--- src/hdl/ppc_pkg.sv ---
// Package for the path obstacle proximity check.
// Holds the shared widths, defaults, item codes and the command word types.
// Depends on nothing.
package ppc_pkg;

    localparam int COORD_W = 32;
    localparam int RADIUS_W = 16;
    localparam int COUNT_W = 16;
    localparam int INDEX_W = 6;
    localparam int OP_W = 2;

    localparam int MAX_PATH_POINTS_DEF = 1024;
    localparam int MAX_OBSTACLES_DEF = 64;

    localparam int QUEUE_DEPTH = 4;
    localparam int QUEUE_AW = $clog2(QUEUE_DEPTH);

    localparam logic [RADIUS_W-1:0] RADIUS_RESET = 16'd1450;

    typedef enum logic [OP_W-1:0] {
        OP_CLEAR     = 2'd0,
        OP_APPEND    = 2'd1,
        OP_OBSTACLE  = 2'd2,
        OP_END_FRAME = 2'd3
    } t_op;

    typedef struct packed {
        logic signed [COORD_W-1:0] x;
        logic signed [COORD_W-1:0] y;
    } t_point;

    typedef struct packed {
        t_op    op;
        t_point pt;
    } t_cmd;

    typedef struct packed {
        logic valid;
        t_cmd cmd;
    } t_cmd_q;

endpackage

--- src/hdl/ppc_front.sv ---
// Front stage of the proximity check: takes input words and decodes them.
// Decoded command words are offered to the command queue.
// Depends on ppc_pkg.
module ppc_front (
    input  logic                                  i_clk,
    input  logic                                  i_rst_n,
    input  logic                                  i_valid,
    output logic                                  o_stall,
    input  logic [ppc_pkg::OP_W-1:0]              i_op,
    input  logic signed [ppc_pkg::COORD_W-1:0]    i_point_x,
    input  logic signed [ppc_pkg::COORD_W-1:0]    i_point_y,
    input  logic                                  i_q_full,
    output ppc_pkg::t_cmd_q                       o_push
);
    import ppc_pkg::*;

    logic r_valid;
    t_cmd r_cmd;

    assign o_stall = r_valid & i_q_full;

    always_ff @(posedge i_clk) begin
        if (!i_rst_n) begin
            r_valid <= 1'b0;
        end else if (!o_stall) begin
            r_valid <= i_valid;
        end
    end

    always_ff @(posedge i_clk) begin
        if (!o_stall && i_valid) begin
            r_cmd.op   <= t_op'(i_op);
            r_cmd.pt.x <= i_point_x;
            r_cmd.pt.y <= i_point_y;
        end
    end

    assign o_push.valid = r_valid;
    assign o_push.cmd   = r_cmd;

endmodule

--- config.mk ---
export PLATFORM = sky130hd
export DESIGN_NAME = ppc_front
export DESIGN_NICKNAME = d
export VERILOG_FILES = /design/src/hdl/ppc_pkg.sv /design/src/hdl/ppc_front.sv
export SDC_FILE = /design/constraint.sdc
export NUM_CORES = 1
export LEC_CHECK = 0
export ABC_AREA = 1
export BUFFER_PORTS_ARGS = -buffer_cell sky130_fd_sc_hd__clkbuf_2
export CAP_MARGIN = 20
export CORE_UTILIZATION = 37
export DETAILED_ROUTE_END_ITERATION = 6
export GPL_TIMING_DRIVEN = 0
export PLACE_DENSITY = 0.75
export SKIP_CTS_REPAIR_TIMING = 1
export SLEW_MARGIN = 20
export SYNTH_ARGS = -nofsm -noshare
export SYNTH_HDL_FRONTEND = slang
export SYNTH_SLANG_ARGS = --single-unit
--- constraint.sdc ---
create_clock -name i_clk -period 5.05 [get_ports i_clk]
set_clock_uncertainty 0.05 [all_clocks]
set_input_delay 0.7575 -clock i_clk [delete_from_list [all_inputs] [get_ports i_clk]]
set_output_delay 0.7575 -clock i_clk [all_outputs]
set_load 0.02 [all_outputs]
==> metrics <==
FILL cells roughly 420; number of max-capacitance violations reported 0; Routed WL per cell around 14 um; synthesized net count ~140; antenna violations before repair 0; Rel. slew slack 68.9%; Worst Setup Path Type in2out; R2R depth 4; Pwr per Cell Area 391 nW/um^2; slew at the pin closest to its max-slew limit around 0.47 ns; HPWL after detailed placement approximately 3.2 mm; HP Class reg2reg; synth warn 0; top_reg_cell synth sky130_fd_sc_hd__edfxtp_1; count of unique library cells instantiated by Yosys 8; IR Drop Worst-Case VDD roughly 330 uV; first-pass GRT wire length roughly 6.2 mm; Initial DRT Pass Iterations 4; initial core utilization between 30% and 40%; reported leakage power ~1.4 nW; final wirelength 4.18 mm; footprint of the multi-input gates roughly 26 um^2; Worst setup SP type input port; count of buffers inserted at the top-level ports between 100 and 150; number of flops mapped to enable cells by yosys 66; clock tree root driver cell sky130_fd_sc_hd__clkbuf_8; number of remaining DRC errors 0; maximum fanout along the worst path 2; number of ports placed on the die boundary between 100 and 150; portion of the post-synthesis area used by sequential elements ~98%; remaining number of nets flagged by the antenna check after routing 0; count of standard-cell rows 26; placeable core area approximately 5200 um^2; RePlAce Congestion 0.669; CP peak stage delay approximately 0.18 ns; diode count 0; worst hold path cell count 2; critical-path cell with the highest stage delay sky130_fd_sc_hd__clkbuf_2; data required time at the worst endpoint between 4 and 5 ns; async set or reset register ratio after synthesis 0%; number of synthesized register bits 67; Synth Instances 74; via count of the first global-routing pass about 1.3k; clock insertion delay at the later pin of the skew report 0.33 ns; Worst-path clk slew roughly 0.07 ns; unrepaired setup endpoints after global routing false; biggest area contributors in the synthesized netlist sky130_fd_sc_hd__edfxtp_1, sky130_fd_sc_hd__dfxtp_1, sky130_fd_sc_hd__a21oi_2; summed negative setup slack over all endpoints 0 ns; Die Width between 70 and 80 um; total grt overflow 0; worst path cell trace clkbuf_2 -> nand2_2 -> inv_2 -> clkbuf_2; Mapped Avg Cell Area approximately 28 um^2; overall routing resource usage between 10% and 20%; worst endpoint data arrival time approximately 1.2 ns; Sinks on Clock Net 67; worst-case clock buffer depth 2; list of most frequent post-synthesis cells sky130_fd_sc_hd__edfxtp_1, sky130_fd_sc_hd__inv_1; hold violation total from the final report 0; Sequential cell area approximately 2000 um^2; maximum clock rate ~0.51 GHz; total standard cell area after synthesis 2040 um^2; TritonCTS clock tree done; top cell type by total area after synthesis sky130_fd_sc_hd__edfxtp_1; layout net count 294; setup slack at placement a little over 3 ns; maximum number of pins on one net before global-route repair 30; post-route minimum period 1.96 ns; share of the synthesized area in the top cell type 97.1%; fraction of layout instances using a drive strength above 1 between 60 and 70%; detail-routed via count per cell around 4.3; post-layout util 58.8%; final setup vio count 0; Tcrit/Tclk final about two fifths; Critical Path Most Common Cell sky130_fd_sc_hd__clkbuf_2; Die Area 5820 um^2; most repeated cell in the gate-level netlist after synthesis sky130_fd_sc_hd__edfxtp_1; Layout Area Growth over Synthesis 49.9%; number of design-rule violations left by the first detailed-router iteration 33; sort of element at the end of the critical path primary output; run status complete, no violations; total number of vias ~1.3k; Final Max Tran Viols 0; number of H-tree levels 3; vertical die dimension 76.3 um; post-route setup slack a little over 3 ns; number of buffers added by the clock tree synthesis step 9
[logic make-up (layout without fill, tap and decap cells)]
kind of cell           Yosys count  in the layout  synth area share (%)
flip-flops                      67             67                  98.0
AND/OR/NAND/NOR                  2              2                 0.613
AO/OA/AOI/OAI                    1              1                 0.429
buffers and inverters            4            159                 0.919
[placed cells by master (no fill, tap or decap)]
master and instances:
sky130_fd_sc_hd__clkbuf_2 137, sky130_fd_sc_hd__edfxtp_1 66, sky130_fd_sc_hd__clkbuf_8 9, sky130_fd_sc_hd__inv_1 2
sky130_fd_sc_hd__clkinv_2 2, sky130_fd_sc_hd__clkinv_4 2, sky130_fd_sc_hd__nand2_2 1, sky130_fd_sc_hd__inv_2 1
sky130_fd_sc_hd__a21oi_2 1, sky130_fd_sc_hd__nor2_4 1, sky130_fd_sc_hd__buf_4 1, sky130_fd_sc_hd__bufinv_16 1
sky130_fd_sc_hd__clkinv_1 1, sky130_fd_sc_hd__clkinvlp_4 1, sky130_fd_sc_hd__buf_16 1, sky130_fd_sc_hd__buf_12 1
sky130_fd_sc_hd__dfxtp_1 1
[worst max-delay path, delay by kind of cell]
kind                   cells  cell delay (ns)
buffers and inverters      3             0.34
AND/OR/NAND/NOR            1             0.06
[final cells by class]
type | instances | share of cell area, %
Clock inverter | 7 | 2.25
Buffer | 1 | 0.245
Timing Repair Buffer | 139 | 24.0
Inverter | 3 | 0.368
Multi-Input combinational cell | 3 | 0.859
Clock buffer | 9 | 4.05
Sequential cell | 67 | 65.4
Tap cell | 70 | 2.86
[layer usage]
layer  GRT usage, %  routed length [um]  vias to the layer above
li1               -                   -                      591
met1           13.4                1340                      594
met2           27.3                2280                       81
met3           7.31                 477                        8
met4           7.50                  75                        0
met5              0                   0                        -
[sequential cells by signal (all words and copies together), names as in the netlist]
name,count
o_push,66
r_valid,1
[final timing paths]
check	from	to	slack, ns
setup reg to reg	r_valid	o_push[29]	3.62
hold / removal	r_valid	r_valid	0.44
hold reg to reg	r_valid	r_valid	0.44
setup / recovery	i_q_full	o_stall	3.09
[through the flow]
stage | std cells | hold slack [ns] | instance area (um^2) | total power [mW]
after floorplan | 74 | 0.407 | 2040 | 0.726
after global placement | 281 | 0.419 | 2820 | 0.782
after detailed placement | 283 | 0.435 | 2870 | 0.790
after CTS | 299 | 0.449 | 3060 | 1.21
after global routing | 299 | 0.465 | 3060 | 1.24
final | 299 | 0.442 | 3060 | 1.20
[power by group]
group / total [mW] / leakage [nW] / switching, mW / internal (mW)
sequential: 0.658 / 0.647 / 0.00829 / 0.649
combinational: 0.118 / 0.621 / 0.0735 / 0.0444
clock: 0.420 / 0.0966 / 0.194 / 0.226
total: 1.20 / 1.36 / 0.276 / 0.920
(Power assumes the default switching activity.)
