--- config.mk ---
export PLATFORM = sky130hd
export DESIGN_NAME = ppc_queue
export DESIGN_NICKNAME = d
export VERILOG_FILES = /design/src/hdl/ppc_pkg.sv /design/src/hdl/ppc_queue.sv
export SDC_FILE = /design/constraint.sdc
export NUM_CORES = 1
export LEC_CHECK = 0
export ABC_AREA = 1
export BUFFER_PORTS_ARGS = -buffer_cell sky130_fd_sc_hd__buf_2
export CORE_MARGIN = 10
export CORE_UTILIZATION = 25
export DETAILED_ROUTE_END_ITERATION = 12
export PLACE_DENSITY_LB_ADDON = 0.15
export SYNTH_ARGS = -nofsm -noshare
export SYNTH_HDL_FRONTEND = slang
export SYNTH_SLANG_ARGS = --single-unit
--- constraint.sdc ---
create_clock -name i_clk -period 6.35 [get_ports i_clk]
set_clock_uncertainty 0.05 [all_clocks]
set_input_delay 0.3175 -clock i_clk [delete_from_list [all_inputs] [get_ports i_clk]]
set_output_delay 0.3175 -clock i_clk [all_outputs]
set_load 0.005 [all_outputs]
--- src/hdl/ppc_pkg.sv ---
// Package for the path obstacle proximity check.
// Holds the shared widths, defaults, item codes and the command word types.
// Depends on nothing.
package ppc_pkg;

    localparam int COORD_W = 32;
    localparam int RADIUS_W = 16;
    localparam int COUNT_W = 16;
    localparam int INDEX_W = 6;
    localparam int OP_W = 2;

    localparam int MAX_PATH_POINTS_DEF = 1024;
    localparam int MAX_OBSTACLES_DEF = 64;

    localparam int QUEUE_DEPTH = 4;
    localparam int QUEUE_AW = $clog2(QUEUE_DEPTH);

    localparam logic [RADIUS_W-1:0] RADIUS_RESET = 16'd1450;

    typedef enum logic [OP_W-1:0] {
        OP_CLEAR     = 2'd0,
        OP_APPEND    = 2'd1,
        OP_OBSTACLE  = 2'd2,
        OP_END_FRAME = 2'd3
    } t_op;

    typedef struct packed {
        logic signed [COORD_W-1:0] x;
        logic signed [COORD_W-1:0] y;
    } t_point;

    typedef struct packed {
        t_op    op;
        t_point pt;
    } t_cmd;

    typedef struct packed {
        logic valid;
        t_cmd cmd;
    } t_cmd_q;

endpackage

--- src/hdl/ppc_queue.sv ---
// Short command queue between the front and back stages of the proximity check.
// A register-based FIFO of QUEUE_DEPTH command words.
// Depends on ppc_pkg.
module ppc_queue (
    input  logic             i_clk,
    input  logic             i_rst_n,
    input  ppc_pkg::t_cmd_q  i_push,
    output logic             o_full,
    output ppc_pkg::t_cmd_q  o_head,
    input  logic             i_pop
);
    import ppc_pkg::*;

    t_cmd                   r_entry [QUEUE_DEPTH];
    logic [QUEUE_AW-1:0]    r_wr_ptr;
    logic [QUEUE_AW-1:0]    r_rd_ptr;
    logic [QUEUE_AW:0]      r_count;
    logic                   w_push;
    logic                   w_pop;

    assign o_full = (r_count == (QUEUE_AW+1)'(QUEUE_DEPTH));
    assign w_push = i_push.valid & ~o_full;
    assign w_pop  = i_pop & o_head.valid;

    assign o_head.valid = (r_count != '0);
    assign o_head.cmd   = r_entry[r_rd_ptr];

    always_ff @(posedge i_clk) begin
        if (!i_rst_n) begin
            r_wr_ptr <= '0;
            r_rd_ptr <= '0;
            r_count  <= '0;
        end else begin
            if (w_push) begin
                r_wr_ptr <= r_wr_ptr + 1'b1;
            end
            if (w_pop) begin
                r_rd_ptr <= r_rd_ptr + 1'b1;
            end
            if (w_push && !w_pop) begin
                r_count <= r_count + 1'b1;
            end else if (!w_push && w_pop) begin
                r_count <= r_count - 1'b1;
            end
        end
    end

    always_ff @(posedge i_clk) begin
        if (w_push) begin
            r_entry[r_wr_ptr] <= i_push.cmd;
        end
    end

endmodule

==> results of run 1 <==
[placed cells by master, fill, tap and decap left out]
cell type	count
clkbuf_16	31
diode_2	2
clkinv_2	5
fa_1	1
dfxtp_2	1
clkinv_1	12
dlygate4sd3_1	69
edfxtp_1	264
a21oi_1	3
nand3b_1	1
o21ai_2	4
nor2_4	44
ha_1	5
xor2_1	1
buf_2	137
dfxtp_4	1
inv_2	1
o22ai_2	40
nor2_1	96
o21ai_0	119
bufinv_16	6
o21ai_1	10
nand3_1	4
nand2_1	15
dfxtp_1	7
nor2_2	6
inv_6	1
inv_1	15
o22ai_1	26
clkbuf_1	2
buf_4	11
[layout make-up]
cell class              count  share of cell area
flip-flops and latches    273              0.5863
multi-input cells         375              0.1754
repair buffers            217              0.1054
clock buffers              33             0.05660
well taps                 585             0.05289
clock inverters            23             0.01808
inverters                  17            0.004973
diodes                      2           0.0003617
[registers in the layout (all words and copies together), names as in the netlist, named ones only]
register / count
r_entry: 264
r_count: 3
r_rd_ptr: 2
r_wr_ptr: 2
[stage by stage]
stage	util	hold slack, ps	std cells
finish	0.3220	451.6	1525
global placement	0.2817	435.7	1398
global route	0.3218	453.6	1523
CTS	0.3218	429.0	1523
detailed placement	0.2817	442.8	1398
floorplan	-	366.4	707
[worst min-delay path by stage]
stage / cells past startpoint / slack, ps / endpoint / start
6_report: 2 / 450 / register / r_rd_ptr[1]
5_1_grt: 2 / 450 / r_entry[0][25] / i_push[25]
4_1_cts: 2 / 430 / r_entry[0][44] / i_push[44]
3_5_place_dp: 2 / 440 / register / r_rd_ptr[1]
3_3_place_gp: 2 / 440 / register / r_rd_ptr[1]
2_1_floorplan: 0 / 370 / r_entry[0][0] / i_push[0]
[cells by family (layout without fill, tap and decap cells)]
group	Yosys count	in the layout
AO/OA/AOI/OAI	202	202
AND/OR/NAND/NOR	166	166
XOR/XNOR	1	1
adder cells (fa/ha/maj)	6	6
flip-flops	273	273
buffers and inverters	59	290
other	0	2
[repair_timing]
action / CTS / global route
hold buffers: 69 / 0
endpoints found under the hold margin: 269 / 0
buffers inserted: 0 / 0
[layer usage]
layer	part of all wire	global-route usage	vias up
li1	-	-	3056
met1	0.47	0.1323	3025
met2	0.46	0.1648	115
met3	0.050	0.02544	38
met4	0.017	0.02749	2
met5	0.00026	0	-
[critical path, cell delays in order, from the launching register on]
cell and delay, ps:
dfxtp_2 310, buf_4 390, inv_2 540, buf_4 540, o21ai_0 160, o22ai_1 210
buf_2 170
[power by group through the flow]
| stage | registers [mW] | clock network (mW) | logic (mW) |
|---|---|---|---|
| CTS | 2.27 | 1.87 | 1.32 |
| global placement | 2.31 | 0 | 1.29 |
| finish | 2.27 | 1.81 | 1.25 |
| global route | 2.29 | 1.95 | 1.41 |
| detailed placement | 2.31 | 0 | 1.28 |
| floorplan | 2.29 | 0 | 0.808 |
==> impl_metrics.toml, run 1 <==
[run_status]
outcome = "complete, no violations"

[timing]
maxSlewViolCount = 0
hold_viol_final = 0
post-route-min-period_ps = 3284
slew-limit-headroom = 0.3658
fmax_ghz = 0.3046
worstMarginPinSlew_ps = 951.3
finalSetupViolCount = 0
fin_ws_ps = 3066
finalCritPeriodShare = 0.5171
rsz0062_at_grt = "no"
fin_setup_tns_ps = 0

[yosys]
ys.flop_type = "edfxtp_1"
synth_top_family_by_area = "compound AO/OA/AOI/OAI gates"
synth_top_area_cell = "edfxtp_1"
synthMuxAreaShare = 0
yosys-top-cells-area = "edfxtp_1, o21ai_0, o22ai_2, nor2_4, nor2_1"
synth-simple-area-share = 0.08717
synth_cells = 707
yosys_warnings = 0
synth-async-reset-ratio = 0
synth_seq_area_share = 0.7462
syn_nets = 783
yosysMostFrequentCell = "edfxtp_1"
syn_avg_cell_area_um2 = 15.37
synth_xor_area_frac = 0.0008061
synth_compound_area_frac = 0.1251
synth_edf_count = 264
synth_cell_types = 25
ys_ff_latch = 273
yosys-top-cells-count = "edfxtp_1, o21ai_0, nor2_1, nor2_4, o22ai_2"
synth_area_um2 = 10870
synth_top_area_share = 0.7296
synth-adder-area-share = 0.007600

[pwr]
p_int_mw = 3.765
leakage_nw = 4.706
power_frac_seq = 0.426
p_clk_frac = 0.339
p_comb_frac = 0.235
p_sw_mw = 1.561
ir_worst_vdd_v = 0.0001244
p_sw_frac = 0.2932
p_per_area_nw_per_um2 = 384.9
p_total_mw = 5.326

[cts]
clk_latency_ps = 550
clkSinkCount = 273
clk_pin_slew_ps = 60
cts_buffers = 30
ctsRootBufferMaster = "clkbuf_16"
post_cts_resized = 0
cts_tree = "built"
cts-htree-levels = 1
ctsLongestPathBuffers = 3

[routing]
drtIter0Drc = 286
num_vias = 6236
viasPerCell = 4.089
drtAntennaViolNets = 0
wl_per_cell_um = 17.60
wl_um = 26840
remaining_drc_errors = 0
first_pass_iters = 4

[die]
core-area_um2 = 42980
dieArea_um2 = 52200
start_util = 0.2528
die_w_um = 228.5
num_io_pins = 138
rows = 76
die_h_um = 228.5

[grt]
overflow = 0
antenna_found_initial = 3
grt_pass1_wl_um = 41740
grt_max_degree = 85
grt_pass1_vias = 6691
grt_use_total = 0.1016

[worst_setup_path]
r2r_start = "r_count[0]"
critPathCaptureType = "primary output"
r2r-end = "r_entry[1][1]"
r2r_setup_slack_ps = 3580
startpoint_type = "register"
path_max_fanout = 67
r2r_cells = 5
endpoint = "o_head[31]"
required_ps = 5980
arrival_ps = 2920
critPathKind = "register to primary output"

[run]
maxCapViolCount = 0

[hold_path]
hold_path.class = "register to register"

[placed_design]
numPortBuffers = 137
preCtsSetupSlack_ps = 3494
place_area_um2 = 12110
gp_congestion = 0.6742
post-dp-hpwl_um = 15110

[cells_and_area]
fin_area_um2 = 13840
multi_input_area_um2 = 2427
fill_cells = 4291
drive_gt1_frac = 0.3070
fin_nets = 990
syn2layout_area_growth_pct = 27.36
ff_latch_area_um2 = 8113
(Power assumes the default switching activity.)
==> run 2: changes to the inputs <==
==> constraint.sdc (replaced) <==
create_clock -name i_clk -period 3.1 [get_ports i_clk]
set_clock_uncertainty 0.05 [all_clocks]
set_input_delay 0.155 -clock i_clk [delete_from_list [all_inputs] [get_ports i_clk]]
set_output_delay 0.155 -clock i_clk [all_outputs]
set_load 0.005 [all_outputs]
==> impl_metrics.toml, run 2 (same netlist as run 1, synthesis figures left out) <==
[timing]
fin_ws_ps = 716.1
fmax_ghz = 0.4195
finalSetupViolCount = 0
finalCritPeriodShare = 0.7690
post-route-min-period_ps = 2384
hold_viol_final = 0
slew-limit-headroom = 0.5121
rsz0062_at_grt = "no"
worstMarginPinSlew_ps = 731.8
maxSlewViolCount = 0

[cells_and_area]
most-common-layout-cells = "edfxtp_1, buf_2, o21ai_0, nor2_1, dlygate4sd3_1"
top_register = "r_entry"
top_regs = "r_entry (264), r_count (3)"
layout_commonest_cell = "edfxtp_1"
fin_nets = 998
n_antenna_cell = 0
fin_util = 0.3225
drive_gt1_frac = 0.3079
largest_reg_flops = 264
syn2layout_area_growth_pct = 27.57

[worst_setup_path]
critPathCaptureType = "primary output"
path_max_fanout = 41
startpoint_type = "register"
required_ps = 2890
arrival_ps = 2180
critPathKind = "register to primary output"

[die]
start_util = 0.2528
dieArea_um2 = 52200
rows = 76
die_w_um = 228.5
num_io_pins = 138
core-area_um2 = 42980
die_h_um = 228.5

[cts]
clkSinkCount = 273
post-cts-setup-buffers = 0
cts_buffers = 31
ctsLongestPathBuffers = 3
clk_latency_ps = 560
cts-htree-levels = 1
post_cts_resized = 0
ctsRootBufferMaster = "clkbuf_16"
clk_pin_slew_ps = 60
cts_tree = "built"

[grt]
grt_pass1_wl_um = 42740
grt_max_degree = 83
grt_pass1_vias = 6610
grt_use_total = 0.1044
overflow = 0
antenna_found_initial = 3

[placed_design]
gp_congestion = 0.6783
post-dp-hpwl_um = 16630
numPortBuffers = 137
preCtsSetupSlack_ps = 875.9

[routing]
viasPerCell = 4.166
drtAntennaViolNets = 0
num_vias = 6374
first_pass_iters = 4
wl_um = 27810
remaining_drc_errors = 0
drtIter0Drc = 356
wl_per_cell_um = 18.17

[pwr]
p_per_area_nw_per_um2 = 771.7
leakage_nw = 4.710
ir_worst_vdd_v = 0.0005446

[run]
maxCapViolCount = 0

[hold_path]
hold_path.class = "primary input to register"

[run_status]
outcome = "complete, no violations"
[run 2: changes by cell type in the layout (fill, tap and decap cells not counted), moves of 2 or more]
cell       before  now
bufinv_16       6    1
buf_12          0    7
diode_2         2    0
clkinv_1       12    8
clkbuf_1        2    9
[run 2: cell type report]
class / instances / area (um^2)
repair buffers: 224 / 1602
inverters: 17 / 68.82
clock buffers: 40 / 809.5
flip-flops and latches: 273 / 8113
fillers: 4334 / 29120
well taps: 585 / 732.0
clock inverters: 16 / 108.9
multi-input cells: 375 / 2427
[run 2: path summary, 6_finish.rpt]
path         slack [ps]  cells past startpoint        start        endpoint
min reg2reg         430                      2  r_rd_ptr[1]        register
max reg2reg         880                      9   r_count[1]      r_count[1]
min                 300                      2   i_push[51]  r_entry[3][51]
max                 720                      5     register      o_head[53]
[run 2: what timing repair did]
item	in CTS	in global routing
endpoints found under the hold margin	273	0
hold buffers	70	0
setup endpoints to repair	0	0
[run 2: per-stage QoR]
| step | TNS, ps | cells | instance area, um^2 | hold WS (ps) | power, mW |
|---|---|---|---|---|---|
| 2_1_floorplan | -226640 | 707 | 10870 | 203.9 | 6.339 |
| 3_3_place_gp | 0 | 1404 | 12240 | 324.8 | 7.481 |
| 3_5_place_dp | 0 | 1404 | 12240 | 326.5 | 7.495 |
| 4_1_cts | 0 | 1530 | 13860 | 264.3 | 10.97 |
| 5_1_grt | 0 | 1530 | 13860 | 275.9 | 11.35 |
| 6_report | 0 | 1530 | 13860 | 297.1 | 10.70 |
[run 2: where the power goes]
part           leakage [nW]  internal (mW)  switching [mW]
Clock                 0.450           1.91            1.43
Combinational          1.77           1.00            1.75
Sequential             2.49           4.49           0.106
[run 2: layer usage]
metal / GRT usage / up-vias / share of wire
met1: 0.1430 / 3138 / 0.48
li1: - / 3073 / -
met5: 0 / - / 0.0014
met2: 0.1628 / 118 / 0.45
met3: 0.02358 / 39 / 0.045
met4: 0.02854 / 6 / 0.019
[run 2: critical path, cell delays in order, from the launching register on]
cell and delay, ps:
dfxtp_4 370, inv_6 400, buf_12 330, o21ai_0 140, o22ai_2 170, buf_2 160
